### src/fgre_pkg.sv
`timescale 1ns / 1ps

package fgre_pkg;

	// Character range covered by the font
	localparam int unsigned GLYPH_FIRST   = 32;
	localparam int unsigned GLYPH_LAST    = 90;
	localparam int unsigned GLYPH_COLS    = 5;
	localparam int unsigned GLYPH_ROWS    = 7;
	localparam int unsigned GLYPH_ADVANCE = 6;
	localparam int unsigned GLYPH_COUNT   = GLYPH_LAST - GLYPH_FIRST + 1;
	localparam int unsigned ROM_DEPTH     = GLYPH_COUNT * GLYPH_COLS;

	localparam int unsigned IDX_W = $clog2(GLYPH_COUNT);
	localparam int unsigned COL_W = $clog2(GLYPH_COLS);
	localparam int unsigned ROW_W = $clog2(GLYPH_ROWS);
	localparam int unsigned ROM_W = $clog2(ROM_DEPTH);

	// Default depth of the queue between front and back
	localparam int unsigned FGRE_QUEUE_DEPTH = 2;

	// Configuration register indexes
	typedef enum logic [1:0] {
		REG_FG_COLOR = 2'd0,
		REG_BG_COLOR = 2'd1,
		REG_SCALE    = 2'd2
	} fgre_reg_t;

	typedef struct packed {
		logic [7:0]  char_code;
		logic [15:0] start_x;
		logic [15:0] start_y;
		logic        string_start;
	} fgre_in_t;

	typedef struct packed {
		logic [7:0]  win_col_start;
		logic [7:0]  win_col_end;
		logic [7:0]  win_row_start;
		logic [7:0]  win_row_end;
		logic [15:0] fill_color;
		logic        last_rect;
	} fgre_out_t;

	// One drawable character waiting for the back end
	typedef struct packed {
		logic [IDX_W-1:0] idx;
		logic [7:0]       x;
		logic [7:0]       y;
	} fgre_job_t;

	// Back end status seen by the top level
	typedef struct packed {
		logic busy;
		logic at_last;
	} fgre_back_stat_t;

	// Font columns, bit 0 at the top
	localparam logic [7:0] GLYPH_ROM [ROM_DEPTH] = '{
		8'h00,8'h00,8'h00,8'h00,8'h00, 8'h00,8'h00,8'h5F,8'h00,8'h00,
		8'h00,8'h07,8'h00,8'h07,8'h00, 8'h14,8'h7F,8'h14,8'h7F,8'h14,
		8'h24,8'h2A,8'h7F,8'h2A,8'h12, 8'h23,8'h13,8'h08,8'h64,8'h62,
		8'h36,8'h49,8'h55,8'h22,8'h50, 8'h00,8'h05,8'h03,8'h00,8'h00,
		8'h00,8'h1C,8'h22,8'h41,8'h00, 8'h00,8'h41,8'h22,8'h1C,8'h00,
		8'h08,8'h2A,8'h1C,8'h2A,8'h08, 8'h08,8'h08,8'h3E,8'h08,8'h08,
		8'h00,8'h50,8'h30,8'h00,8'h00, 8'h08,8'h08,8'h08,8'h08,8'h08,
		8'h00,8'h60,8'h60,8'h00,8'h00, 8'h20,8'h10,8'h08,8'h04,8'h02,
		8'h3E,8'h51,8'h49,8'h45,8'h3E, 8'h00,8'h42,8'h7F,8'h40,8'h00,
		8'h42,8'h61,8'h51,8'h49,8'h46, 8'h21,8'h41,8'h45,8'h4B,8'h31,
		8'h18,8'h14,8'h12,8'h7F,8'h10, 8'h27,8'h45,8'h45,8'h45,8'h39,
		8'h3C,8'h4A,8'h49,8'h49,8'h30, 8'h01,8'h71,8'h09,8'h05,8'h03,
		8'h36,8'h49,8'h49,8'h49,8'h36, 8'h06,8'h49,8'h49,8'h29,8'h1E,
		8'h00,8'h36,8'h36,8'h00,8'h00, 8'h00,8'h56,8'h36,8'h00,8'h00,
		8'h00,8'h08,8'h14,8'h22,8'h41, 8'h14,8'h14,8'h14,8'h14,8'h14,
		8'h41,8'h22,8'h14,8'h08,8'h00, 8'h02,8'h01,8'h51,8'h09,8'h06,
		8'h32,8'h49,8'h79,8'h41,8'h3E, 8'h7E,8'h11,8'h11,8'h11,8'h7E,
		8'h7F,8'h49,8'h49,8'h49,8'h36, 8'h3E,8'h41,8'h41,8'h41,8'h22,
		8'h7F,8'h41,8'h41,8'h22,8'h1C, 8'h7F,8'h49,8'h49,8'h49,8'h41,
		8'h7F,8'h09,8'h09,8'h01,8'h01, 8'h3E,8'h41,8'h41,8'h51,8'h32,
		8'h7F,8'h08,8'h08,8'h08,8'h7F, 8'h00,8'h41,8'h7F,8'h41,8'h00,
		8'h20,8'h40,8'h41,8'h3F,8'h01, 8'h7F,8'h08,8'h14,8'h22,8'h41,
		8'h7F,8'h40,8'h40,8'h40,8'h40, 8'h7F,8'h02,8'h04,8'h02,8'h7F,
		8'h7F,8'h04,8'h08,8'h10,8'h7F, 8'h3E,8'h41,8'h41,8'h41,8'h3E,
		8'h7F,8'h09,8'h09,8'h09,8'h06, 8'h3E,8'h41,8'h51,8'h21,8'h5E,
		8'h7F,8'h09,8'h19,8'h29,8'h46, 8'h46,8'h49,8'h49,8'h49,8'h31,
		8'h01,8'h01,8'h7F,8'h01,8'h01, 8'h3F,8'h40,8'h40,8'h40,8'h3F,
		8'h1F,8'h20,8'h40,8'h20,8'h1F, 8'h7F,8'h20,8'h18,8'h20,8'h7F,
		8'h63,8'h14,8'h08,8'h14,8'h63, 8'h03,8'h04,8'h78,8'h04,8'h03,
		8'h61,8'h51,8'h49,8'h45,8'h43
	};

	// Look up one font column: address = idx * 5 + col
	function automatic logic [7:0] glyph_byte(input logic [IDX_W-1:0] idx,
			input logic [COL_W-1:0] col);
		logic [ROM_W-1:0] addr;
		addr = ROM_W'(idx) * ROM_W'(GLYPH_COLS) + ROM_W'(col);
		return GLYPH_ROM[addr];
	endfunction

endpackage

### src/fgre_front.sv
`timescale 1ns / 1ps

module fgre_front import fgre_pkg::*; (
	input  logic      clk,
	input  logic      arst_n,
	input  logic      char_valid,
	output logic      char_stall,
	input  fgre_in_t  char_data,
	input  logic [7:0] scale,
	output logic      push_valid,
	input  logic      push_ready,
	output fgre_job_t push_data
);

	logic [15:0] cursor_x_q;
	logic [15:0] cursor_y_q;
	logic [15:0] cur_x;
	logic [15:0] cur_y;
	logic [10:0] advance;
	logic        accept;
	logic        drawable;

	// Hold requests while the queue has no room
	assign char_stall = !push_ready;
	assign accept     = char_valid && !char_stall;

	// Pick the cursor for this character and classify the code
	always_comb begin
		cur_x    = char_data.string_start ? char_data.start_x : cursor_x_q;
		cur_y    = char_data.string_start ? char_data.start_y : cursor_y_q;
		drawable = (char_data.char_code >= 8'(GLYPH_FIRST)) &&
			(char_data.char_code <= 8'(GLYPH_LAST));
		advance  = ({3'b000, scale} << 2) + ({3'b000, scale} << 1);
	end

	// Queue only drawable characters
	assign push_valid     = accept && drawable;
	assign push_data.idx  = IDX_W'(char_data.char_code - 8'(GLYPH_FIRST));
	assign push_data.x    = cur_x[7:0];
	assign push_data.y    = cur_y[7:0];

	// Advance the cursor after every accepted character
	always_ff @(posedge clk or negedge arst_n) begin
		if (!arst_n) begin
			cursor_x_q <= '0;
			cursor_y_q <= '0;
		end else if (accept) begin
			cursor_x_q <= cur_x + 16'(advance);
			cursor_y_q <= cur_y;
		end
	end

endmodule

### src/fgre_queue.sv
`timescale 1ns / 1ps

module fgre_queue import fgre_pkg::*; #(
	parameter int unsigned DEPTH = FGRE_QUEUE_DEPTH
) (
	input  logic      clk,
	input  logic      arst_n,
	input  logic      push_valid,
	output logic      push_ready,
	input  fgre_job_t push_data,
	output logic      pop_valid,
	input  logic      pop_ready,
	output fgre_job_t pop_data
);

	localparam int unsigned PTR_W = (DEPTH > 1) ? $clog2(DEPTH) : 1;
	localparam int unsigned CNT_W = $clog2(DEPTH + 1);

	fgre_job_t         slot_q [DEPTH];
	logic [PTR_W-1:0]  wr_ptr_q;
	logic [PTR_W-1:0]  rd_ptr_q;
	logic [CNT_W-1:0]  count_q;
	logic              push;
	logic              pop;

	assign push_ready = count_q != CNT_W'(DEPTH);
	assign pop_valid  = count_q != '0;
	assign pop_data   = slot_q[rd_ptr_q];
	assign push       = push_valid && push_ready;
	assign pop        = pop_valid && pop_ready;

	// Store an entry at the write pointer
	always_ff @(posedge clk) begin
		if (push) begin
			slot_q[wr_ptr_q] <= push_data;
		end
	end

	// Advance pointers and track the fill level
	always_ff @(posedge clk or negedge arst_n) begin
		if (!arst_n) begin
			wr_ptr_q <= '0;
			rd_ptr_q <= '0;
			count_q  <= '0;
		end else begin
			if (push) begin
				wr_ptr_q <= (wr_ptr_q == PTR_W'(DEPTH - 1)) ? '0 : wr_ptr_q + 1'b1;
			end
			if (pop) begin
				rd_ptr_q <= (rd_ptr_q == PTR_W'(DEPTH - 1)) ? '0 : rd_ptr_q + 1'b1;
			end
			if (push && !pop) begin
				count_q <= count_q + 1'b1;
			end else if (pop && !push) begin
				count_q <= count_q - 1'b1;
			end
		end
	end

endmodule

### src/fgre_back.sv
`timescale 1ns / 1ps

module fgre_back import fgre_pkg::*; (
	input  logic            clk,
	input  logic            arst_n,
	input  logic [15:0]     fg_color,
	input  logic [15:0]     bg_color,
	input  logic [7:0]      scale,
	input  logic            pop_valid,
	output logic            pop_ready,
	input  fgre_job_t       pop_data,
	output logic            rect_valid,
	input  logic            rect_stall,
	output fgre_out_t       rect_data,
	output fgre_back_stat_t stat
);

	logic             busy_q;
	logic [IDX_W-1:0] idx_q;
	logic [COL_W-1:0] col_q;
	logic [ROW_W-1:0] row_q;
	logic [7:0]       px_q;
	logic [7:0]       py_q;
	logic [7:0]       y0_q;
	logic             out_valid_q;
	fgre_out_t        out_q;
	fgre_out_t        rect;
	logic [7:0]       bits;
	logic             at_last;
	logic             step;
	logic             load;

	// Build the square for the current column and row
	always_comb begin
		bits               = glyph_byte(idx_q, col_q);
		at_last            = (col_q == COL_W'(GLYPH_COLS - 1)) &&
			(row_q == ROW_W'(GLYPH_ROWS - 1));
		rect.win_col_start = px_q;
		rect.win_col_end   = px_q + scale - 8'd1;
		rect.win_row_start = py_q;
		rect.win_row_end   = py_q + scale - 8'd1;
		rect.fill_color    = bits[row_q] ? fg_color : bg_color;
		rect.last_rect     = at_last;
	end

	// Step when the output register is free or being drained
	assign step      = busy_q && (!out_valid_q || !rect_stall);
	assign load      = pop_valid && (!busy_q || (step && at_last));
	assign pop_ready = !busy_q || (step && at_last);

	// Walk columns, then rows within each column
	always_ff @(posedge clk or negedge arst_n) begin
		if (!arst_n) begin
			busy_q <= 1'b0;
			col_q  <= '0;
			row_q  <= '0;
		end else if (load) begin
			busy_q <= 1'b1;
			col_q  <= '0;
			row_q  <= '0;
		end else if (step) begin
			if (at_last) begin
				busy_q <= 1'b0;
			end
			if (row_q == ROW_W'(GLYPH_ROWS - 1)) begin
				row_q <= '0;
				col_q <= col_q + 1'b1;
			end else begin
				row_q <= row_q + 1'b1;
			end
		end
	end

	// Track window origins
	always_ff @(posedge clk) begin
		if (load) begin
			idx_q <= pop_data.idx;
			px_q  <= pop_data.x;
			py_q  <= pop_data.y;
			y0_q  <= pop_data.y;
		end else if (step) begin
			if (row_q == ROW_W'(GLYPH_ROWS - 1)) begin
				px_q <= px_q + scale;
				py_q <= y0_q;
			end else begin
				py_q <= py_q + scale;
			end
		end
	end

	// Hold the square until the sink takes it
	always_ff @(posedge clk or negedge arst_n) begin
		if (!arst_n) begin
			out_valid_q <= 1'b0;
		end else if (step) begin
			out_valid_q <= 1'b1;
		end else if (!rect_stall) begin
			out_valid_q <= 1'b0;
		end
	end

	always_ff @(posedge clk) begin
		if (step) begin
			out_q <= rect;
		end
	end

	assign rect_valid   = out_valid_q;
	assign rect_data    = out_q;
	assign stat.busy    = busy_q;
	assign stat.at_last = at_last;

endmodule

### src/font_glyph_rect_expander.sv
`timescale 1ns / 1ps

// Channel   Direction  Handshake              Payload
// char      in         char_valid/char_stall  char_data  (fgre_in_t)
// rect      out        rect_valid/rect_stall  rect_data  (fgre_out_t)
// cfg       in         cfg_valid/cfg_ready    cfg_index, cfg_data
//
// The back end emits one square per cycle while rect is not stalled, from a single
// rectangle unit, in column-then-row order.
// A rejected code is accepted by the front end and never reaches the queue.
// The queue lets the front accept further characters while the back is drawing.
// Asynchronous reset clears the cursor, queue, back end and output valid, and
// loads the register defaults. A stall on rect holds the back end in place.

module font_glyph_rect_expander import fgre_pkg::*; #(
	parameter int unsigned QUEUE_DEPTH = FGRE_QUEUE_DEPTH
) (
	input  logic        clk,
	input  logic        arst_n,
	input  logic        char_valid,
	output logic        char_stall,
	input  fgre_in_t    char_data,
	output logic        rect_valid,
	input  logic        rect_stall,
	output fgre_out_t   rect_data,
	input  logic        cfg_valid,
	output logic        cfg_ready,
	input  logic [1:0]  cfg_index,
	input  logic [15:0] cfg_data
);

	logic [15:0]     fg_color_q;
	logic [15:0]     bg_color_q;
	logic [7:0]      scale_q;
	logic            push_valid;
	logic            push_ready;
	fgre_job_t       push_data;
	logic            pop_valid;
	logic            pop_ready;
	fgre_job_t       pop_data;
	fgre_back_stat_t bk_stat;

	// Take register writes at any time
	assign cfg_ready = 1'b1;

	always_ff @(posedge clk or negedge arst_n) begin
		if (!arst_n) begin
			fg_color_q <= 16'hFFFF;
			bg_color_q <= 16'h0000;
			scale_q    <= 8'd1;
		end else if (cfg_valid && cfg_ready) begin
			unique case (cfg_index)
				REG_FG_COLOR: fg_color_q <= cfg_data;
				REG_BG_COLOR: bg_color_q <= cfg_data;
				REG_SCALE:    scale_q    <= cfg_data[7:0];
				default: begin
				end
			endcase
		end
	end

	fgre_front u_front (
		.clk        (clk),
		.arst_n     (arst_n),
		.char_valid (char_valid),
		.char_stall (char_stall),
		.char_data  (char_data),
		.scale      (scale_q),
		.push_valid (push_valid),
		.push_ready (push_ready),
		.push_data  (push_data)
	);

	fgre_queue #(
		.DEPTH (QUEUE_DEPTH)
	) u_queue (
		.clk        (clk),
		.arst_n     (arst_n),
		.push_valid (push_valid),
		.push_ready (push_ready),
		.push_data  (push_data),
		.pop_valid  (pop_valid),
		.pop_ready  (pop_ready),
		.pop_data   (pop_data)
	);

	fgre_back u_back (
		.clk        (clk),
		.arst_n     (arst_n),
		.fg_color   (fg_color_q),
		.bg_color   (bg_color_q),
		.scale      (scale_q),
		.pop_valid  (pop_valid),
		.pop_ready  (pop_ready),
		.pop_data   (pop_data),
		.rect_valid (rect_valid),
		.rect_stall (rect_stall),
		.rect_data  (rect_data),
		.stat       (bk_stat)
	);

`ifndef SYNTHESIS
	// A queued character is visible to the back end on the next cycle
	a_push_seen: assert property (@(posedge clk) disable iff (!arst_n)
		push_valid && push_ready |=> pop_valid)
		else $error("queued character lost");

	// New output only comes from an active back end
	a_out_from_busy: assert property (@(posedge clk) disable iff (!arst_n)
		$rose(rect_valid) |-> $past(bk_stat.busy))
		else $error("square emitted while back end idle");

	// The final square of a character is flagged as last
	a_last_flag: assert property (@(posedge clk) disable iff (!arst_n)
		bk_stat.busy && bk_stat.at_last && !rect_stall |=>
			rect_valid && rect_data.last_rect)
		else $error("last square not flagged");
`endif

endmodule

### config.mk
export PLATFORM = sky130hd
export DESIGN_NAME = font_glyph_rect_expander
export DESIGN_NICKNAME = d
export VERILOG_FILES = /design/src/fgre_pkg.sv /design/src/fgre_front.sv /design/src/fgre_queue.sv /design/src/fgre_back.sv /design/src/font_glyph_rect_expander.sv
export SDC_FILE = /design/constraint.sdc
export NUM_CORES = 1
export LEC_CHECK = 0
export BUFFER_PORTS_ARGS = -buffer_cell sky130_fd_sc_hd__buf_2
export CORE_ASPECT_RATIO = 0.8
export CORE_MARGIN = 1
export CORE_UTILIZATION = 55
export CTS_BUF_LIST = sky130_fd_sc_hd__clkbuf_8 sky130_fd_sc_hd__clkbuf_16
export CTS_CLUSTER_SIZE = 28
export DETAILED_ROUTE_END_ITERATION = 6
export PLACE_DENSITY = 0.75
export SLEW_MARGIN = 20
export SYNTH_ARGS = -nofsm -noshare
export SYNTH_HDL_FRONTEND = slang
export SYNTH_SLANG_ARGS = --single-unit
export TNS_END_PERCENT = 1
### constraint.sdc
create_clock -name clk -period 5.82 [get_ports clk]
set_input_delay 0 -clock clk [delete_from_list [all_inputs] [get_ports clk]]
set_output_delay 0 -clock clk [all_outputs]
set_load 0.02 [all_outputs]
**Word-level counts from Yosys, hierarchy flattened**

Memory sizes are Yosys's and may differ from the RTL's.
Cells that the tools add are included.

- Bits in registers: 155
- Memory bits (writable): 44
- ROM bits: 4,096
- Input bits: 64
- Output and inout bits: 52
- Memories: 2

- Add/sub/neg operators: 14
- Multipliers: 1
- Order comparisons: 4
- Eq/ne operators: 6
- Mux-type cells: 30
- Bitwise logic cells: 1
- Reductions and logical operators: 29

Memories:

| name | depth | width | rd ports | clocked after Yosys merged registers in | write ports | RTL line | text |
|---|---|---|---|---|---|---|---|
| (no name shown) | 512 | 8 | 1 | 0 | 0 | fgre_pkg.sv:97 | `return GLYPH_ROM[addr];` |
| u_queue.slot_q | 2 | 22 | 1 | 0 | 1 | fgre_queue.sv:19 | `fgre_job_t slot_q [DEPTH];` |

Operators with widths:

| operator | number |
|---|---|
| 8-bit 2-to-1 mux | 9 |
| 16-bit 2-to-1 mux | 2 |
| 3-bit 2-to-1 mux | 6 |
| 16-bit by 11-bit adder with 16-bit output | 1 |
| 8-bit adder | 2 |
| 8-bit by 1-bit subtractor with 8-bit output (second input constant) | 2 |
| 10-bit by 9-bit adder with 11-bit output | 1 |
| 10-bit greater-or-equal comparator (second input constant) | 1 |
| 1-bit logical AND | 10 |
| 1-bit 2-to-1 mux | 10 |
| 9-bit inverter with 10-bit output | 1 |
| 2-bit AND reduction | 5 |
| 2-bit nonzero test | 5 |
| 9-bit by 3-bit adder with 9-bit output | 1 |
| 6-bit by 3-bit multiplier with 9-bit output (second input constant) | 1 |
| 8-bit by 6-bit greater-or-equal comparator with 1-bit output (second input constant) | 1 |
| 8-bit by 7-bit <= comparator with 1-bit output (second input constant) | 1 |
| 3-bit by 1-bit adder with 3-bit output (second input constant) | 2 |
| 3-bit equality test (second input constant) | 2 |
| 1-bit logical NOT | 6 |
| 6-bit subtractor (second input constant) | 1 |
| 3-bit by 4-bit < comparator with 1-bit output (second input constant) | 1 |
| 2-bit 2-to-1 mux | 2 |
| 1-bit binary-select mux with 3-bit select | 1 |
| other kinds (9) | 11 |

**Logic depth before layout (Yosys ltp)**

- Depth in word-level cells: 9
- Depth in mapped cells: 18
- Depth with buffers taken out: 14

**Cells and area by module**

A second synthesis with hierarchy kept.

- Cell total of the unflattened synthesis: 1,077
- Area total of the unflattened synthesis: 11,845.1 um2

By module, submodules not included:

| module | instances | cells an instance | area each (um2) | sequential area each (um2) |
|---|---|---|---|---|
| fgre_back | 1 | 810 | 7,303.3 | 2,572.5 |
| fgre_queue | 1 | 86 | 1,788.0 | 1,421.4 |
| font_glyph_rect_expander | 1 | 87 | 1,544.0 | 1,022.2 |
| fgre_front | 1 | 94 | 1,209.9 | 400.4 |

**Worst setup path before layout**

Ideal clock, no wire load.

- Path kind: reg-to-reg
- Start: reg u_back.col_q[1]
- End: reg u_back.out_q (netlist bit u_back.rect_data[10]), data pin
- Library setup time: 260 ps
- Arrival: 4,173 ps
- Data required time: 5,560 ps
- Setup slack: 1,386 ps
- Stages on the path, launching flop included: 18
- Buffers on the path: 4
- Clock period less this slack: 4,434 ps
- Cell sequence: dfrtp_1 ha_1 ha_1 clkbuf_1 clkbuf_1 inv_1 ha_1 and2_1 buf_2 nor3_1 a311oi_1 o311ai_1 a21boi_1 a2111oi_0 nor4_1 o221ai_2 buf_6 mux2_4

RTL lines:

| item | RTL line | text |
|---|---|---|
| start, declared | fgre_back.sv:20 | `logic [COL_W-1:0] col_q;` |
| start signal, assigned | fgre_back.sv:67 | `col_q <= col_q + 1'b1;` |
| end signal, assigned | fgre_back.sv:104 | `out_q <= rect;` |
| end, declared | fgre_back.sv:26 | `fgre_out_t out_q;` |

==> impl_metrics.json <==
{
  "slowest_delay_ps": 960,
  "clk_path_buf_depth": 2,
  "yosysMostFrequentCell": "edfxtp_1",
  "place_ws_ps": 578.0,
  "grt_pass1_wl_microns": 57410,
  "ys_seq_area_share_pct": 45.28,
  "wl_per_cell_microns": 24.43,
  "synth_common_cells": "123 x edfxtp_1, 89 x mux2_2, 84 x nand2_1, 74 x nor2_1, 69 x o21ai_0",
  "final.period_utilization_pct": 93.87,
  "synth.top_cell.area_share_pct": 30.88,
  "antenna_found_initial": 1,
  "grt_max_degree": 69,
  "via_per_inst": 6.466,
  "p_sw_mw": 4.223,
  "dp_cells": 1461,
  "cap_violations": 0,
  "core_sq_um": 20990,
  "rsz0062_at_grt": "false",
  "cpMostUsedCell": "buf_4",
  "worstSetupStartpointType": "flip-flop",
  "met2_usage_pct": 51.21,
  "powerDensity_nw_per_um2": 631.7,
  "wirelength_microns": 37510,
  "setup_ws_ps": 356.9,
  "first_pass_iters": 5,
  "synth_nets": 1245,
  "setup_tns_ps": 0,
  "yosysWarnings": 0,
  "fmax_ghz": 0.1830,
  "synth_ff_type": "edfxtp_1",
  "layoutNonFillerInstCount": 1535,
  "crit_family": "compound AO/OA/AOI/OAI gates",
  "p_seq_share_pct": 24.4,
  "ant_nets": 0,
  "vias": 9925,
  "portBuffers": 98,
  "setup_violations": 0,
  "synth_edf_count": 123,
  "power_mw": 8.826,
  "grt_pass1_vias": 9710,
  "cts_sinks": 191,
  "power_frac_clock_pct": 13.9,
  "post_cts_buffers": 0,
  "postSynthAreaPerCell_sq_um": 10.67,
  "maxSlewHeadroom_pct": 27.19,
  "antennaDiodeCount": 0,
  "grt_overflow": 0,
  "h-tree-depth": 4,
  "async_flop_share_pct": 35.60,
  "die_h_microns": 133.9,
  "ys_ff_latch": 191,
  "drive_gt1_share_pct": 26.30,
  "crit_type": "flip-flop to flip-flop",
  "combPwrFrac_pct": 61.7,
  "ys_top_cells_by_area": "edfxtp_1 31%, dfrtp_1 11%, mux2_2 8.4%",
  "internal_power_mw": 4.603,
  "gp_congestion": 0.9664,
  "slowest_stage": "fa_2",
  "dieArea_sq_um": 22350,
  "synth_cells": 1121,
  "synth_cell_types": 81,
  "initial_core_util_pct": 56.98,
  "rrSetupSlack_ps": 360,
  "cp.arrival_ps": 5650,
  "cp_cell_sequence": "ha_1, ha_1, fa_2, buf_4, buf_4, a31oi_1, a2111oi_0, buf_4, o31ai_1, o31ai_1, a221oi_1, a21oi_1, o221ai_2, buf_12, mux2_4",
  "place_area_sq_um": 12920,
  "cp.required_ps": 6000,
  "initialDrtViolationCount": 957,
  "die_w_microns": 166.9,
  "cts.clk_slew.worst_paths_ps": 80,
  "postLayoutCellArea_sq_um": 13970,
  "io_pins": 116,
  "finalNetCount": 1377,
  "hold_viol": 0,
  "fin_skew_ps": 24.01,
  "clock_latency_ps": 450,
  "hp-class": "input pin to flip-flop",
  "cts_tree": "yes",
  "met3_usage_pct": 8.055,
  "met1_usage_pct": 49.14,
  "critPathBufInv": 4,
  "vdd_drop_max_mv": 0.3252,
  "cts-root-buf": "clkbuf_16",
  "synth_area_leader_cell": "edfxtp_1",
  "area_growth_syn_to_layout_pct": 16.82,
  "power_leakage_nw": 5.508,
  "gr-max-usage-layer": "met2",
  "drc": 0,
  "row_count": 47,
  "p_sw_share_pct": 47.85,
  "cts_buffers": 17,
  "syn-cell-area_sq_um": 11960,
  "cp_max_fo": 24,
  "hpwl_microns": 25850,
  "worst_pin_slew_ps": 1065,
  "status": "completed",
  "worstSetupEndpointType": "flip-flop",
  "grt_usage_pct": 34.17,
  "timing.final.crit_period_ps": 5463,
  "finalMaxSlewViolations": 0
}
==> worst register-to-register path, delay by kind of cell (launching register included) <==
family | cells | cell delay, ps
multiplexers | 1 | 310
adder cells (fa/ha/maj) | 3 | 1610
buffers and inverters | 4 | 990
flip-flops | 1 | 420
AO/OA/AOI/OAI | 7 | 1880
==> registers in the layout (all words and copies together), names as in the netlist <==
register / count
u_queue.wr_ptr_q: 1
u_back.idx_q: 6
u_back.row_q: 3
u_queue.slot_q: 44
bg_color_q: 16
u_front.cursor_y_q: 8
u_back.y0_q: 8
u_front.cursor_x_q: 8
u_back.px_q: 8
u_back.rect_data: 49
scale_q: 8
u_queue.rd_ptr_q: 1
fg_color_q: 16
u_back.py_q: 8
u_back.rect_valid: 1
u_queue.count_q: 2
u_back.busy_q: 1
u_back.col_q: 3
==> placed cells by master, fill, tap and decap left out, drive strengths merged, types with 41 or more instances in the layout <==
| cell | instances |
|---|---|
| a21oi | 68 |
| buf | 155 |
| dfrtp | 51 |
| dlygate4sd3 | 41 |
| edfxtp | 123 |
| ha | 51 |
| mux2 | 99 |
| nand2 | 85 |
| nor2 | 77 |
| o21ai | 74 |
==> power groups by stage <==
stage	logic (mW)	clock network [mW]	registers (mW)
6_report	5.45	1.22	2.16
5_1_grt	5.77	1.29	2.20
4_1_cts	5.25	1.23	2.15
3_5_place_dp	5.18	0	2.17
3_3_place_gp	5.20	0	2.16
2_1_floorplan	3.37	0	2.23
==> what timing repair did <==
item                                   in CTS  in global routing
hold buffers                               41                  0
resized for setup                           0                  0
endpoints found under the hold margin     147                  0
==> logic make-up after synthesis <==
logic type / Yosys count / share of synthesized area (%)
simple gates: 281 / 11.13
mux: 115 / 11.08
compound gates: 319 / 18.14
flops: 191 / 45.28
xor+xnor: 42 / 3.316
fa+ha+maj: 60 / 6.841
buf+inv: 112 / 4.184
other cells: 1 / 0.03135
==> area by class of cell <==
type                            instances  area (sq um)
Clock buffer                           17         425.4
Clock inverter                         15         201.4
Fill cell                            1537          7020
Inverter                               29         108.9
Multi-Input combinational cell        818          6095
Sequential cell                       191          5418
Tap cell                              269         336.6
Timing Repair Buffer                  196          1389
==> path summary, 6_finish.rpt <==
kind,to,cells after the start,startpoint
worst max-delay path,u_back.rect_data[13]$_DFFE_PP_,15,u_back.idx_q[0]$_DFFE_PP_
max in group asynchronous,u_queue.rd_ptr_q$_DFFE_PN0P_,2,arst_n
worst min-delay path,u_queue.wr_ptr_q$_DFFE_PN0P_,4,char_valid
worst min register to register,u_back.rect_data[46]$_DFFE_PP_,0,u_back.px_q[5]$_DFFE_PP_
worst max register to register,u_back.rect_data[13]$_DFFE_PP_,15,u_back.idx_q[0]$_DFFE_PP_
min in group asynchronous,u_front.cursor_x_q[3]$_DFFE_PN0P_,2,arst_n
==> per-stage QoR <==
stage	hold WS [ps]	util [%]
2_1_floorplan	-295.6	-
3_5_place_dp	172.0	61.54
6_report	114.7	66.56
3_3_place_gp	167.8	61.54
5_1_grt	120.5	66.56
4_1_cts	12.79	66.48
==> layer usage <==
metal	share of wire (%)	wire, microns
met1	44	16530
met2	44	16440
met3	9.8	3676
met4	2.3	853
met5	0.029	11
(Power assumes the default switching activity.)
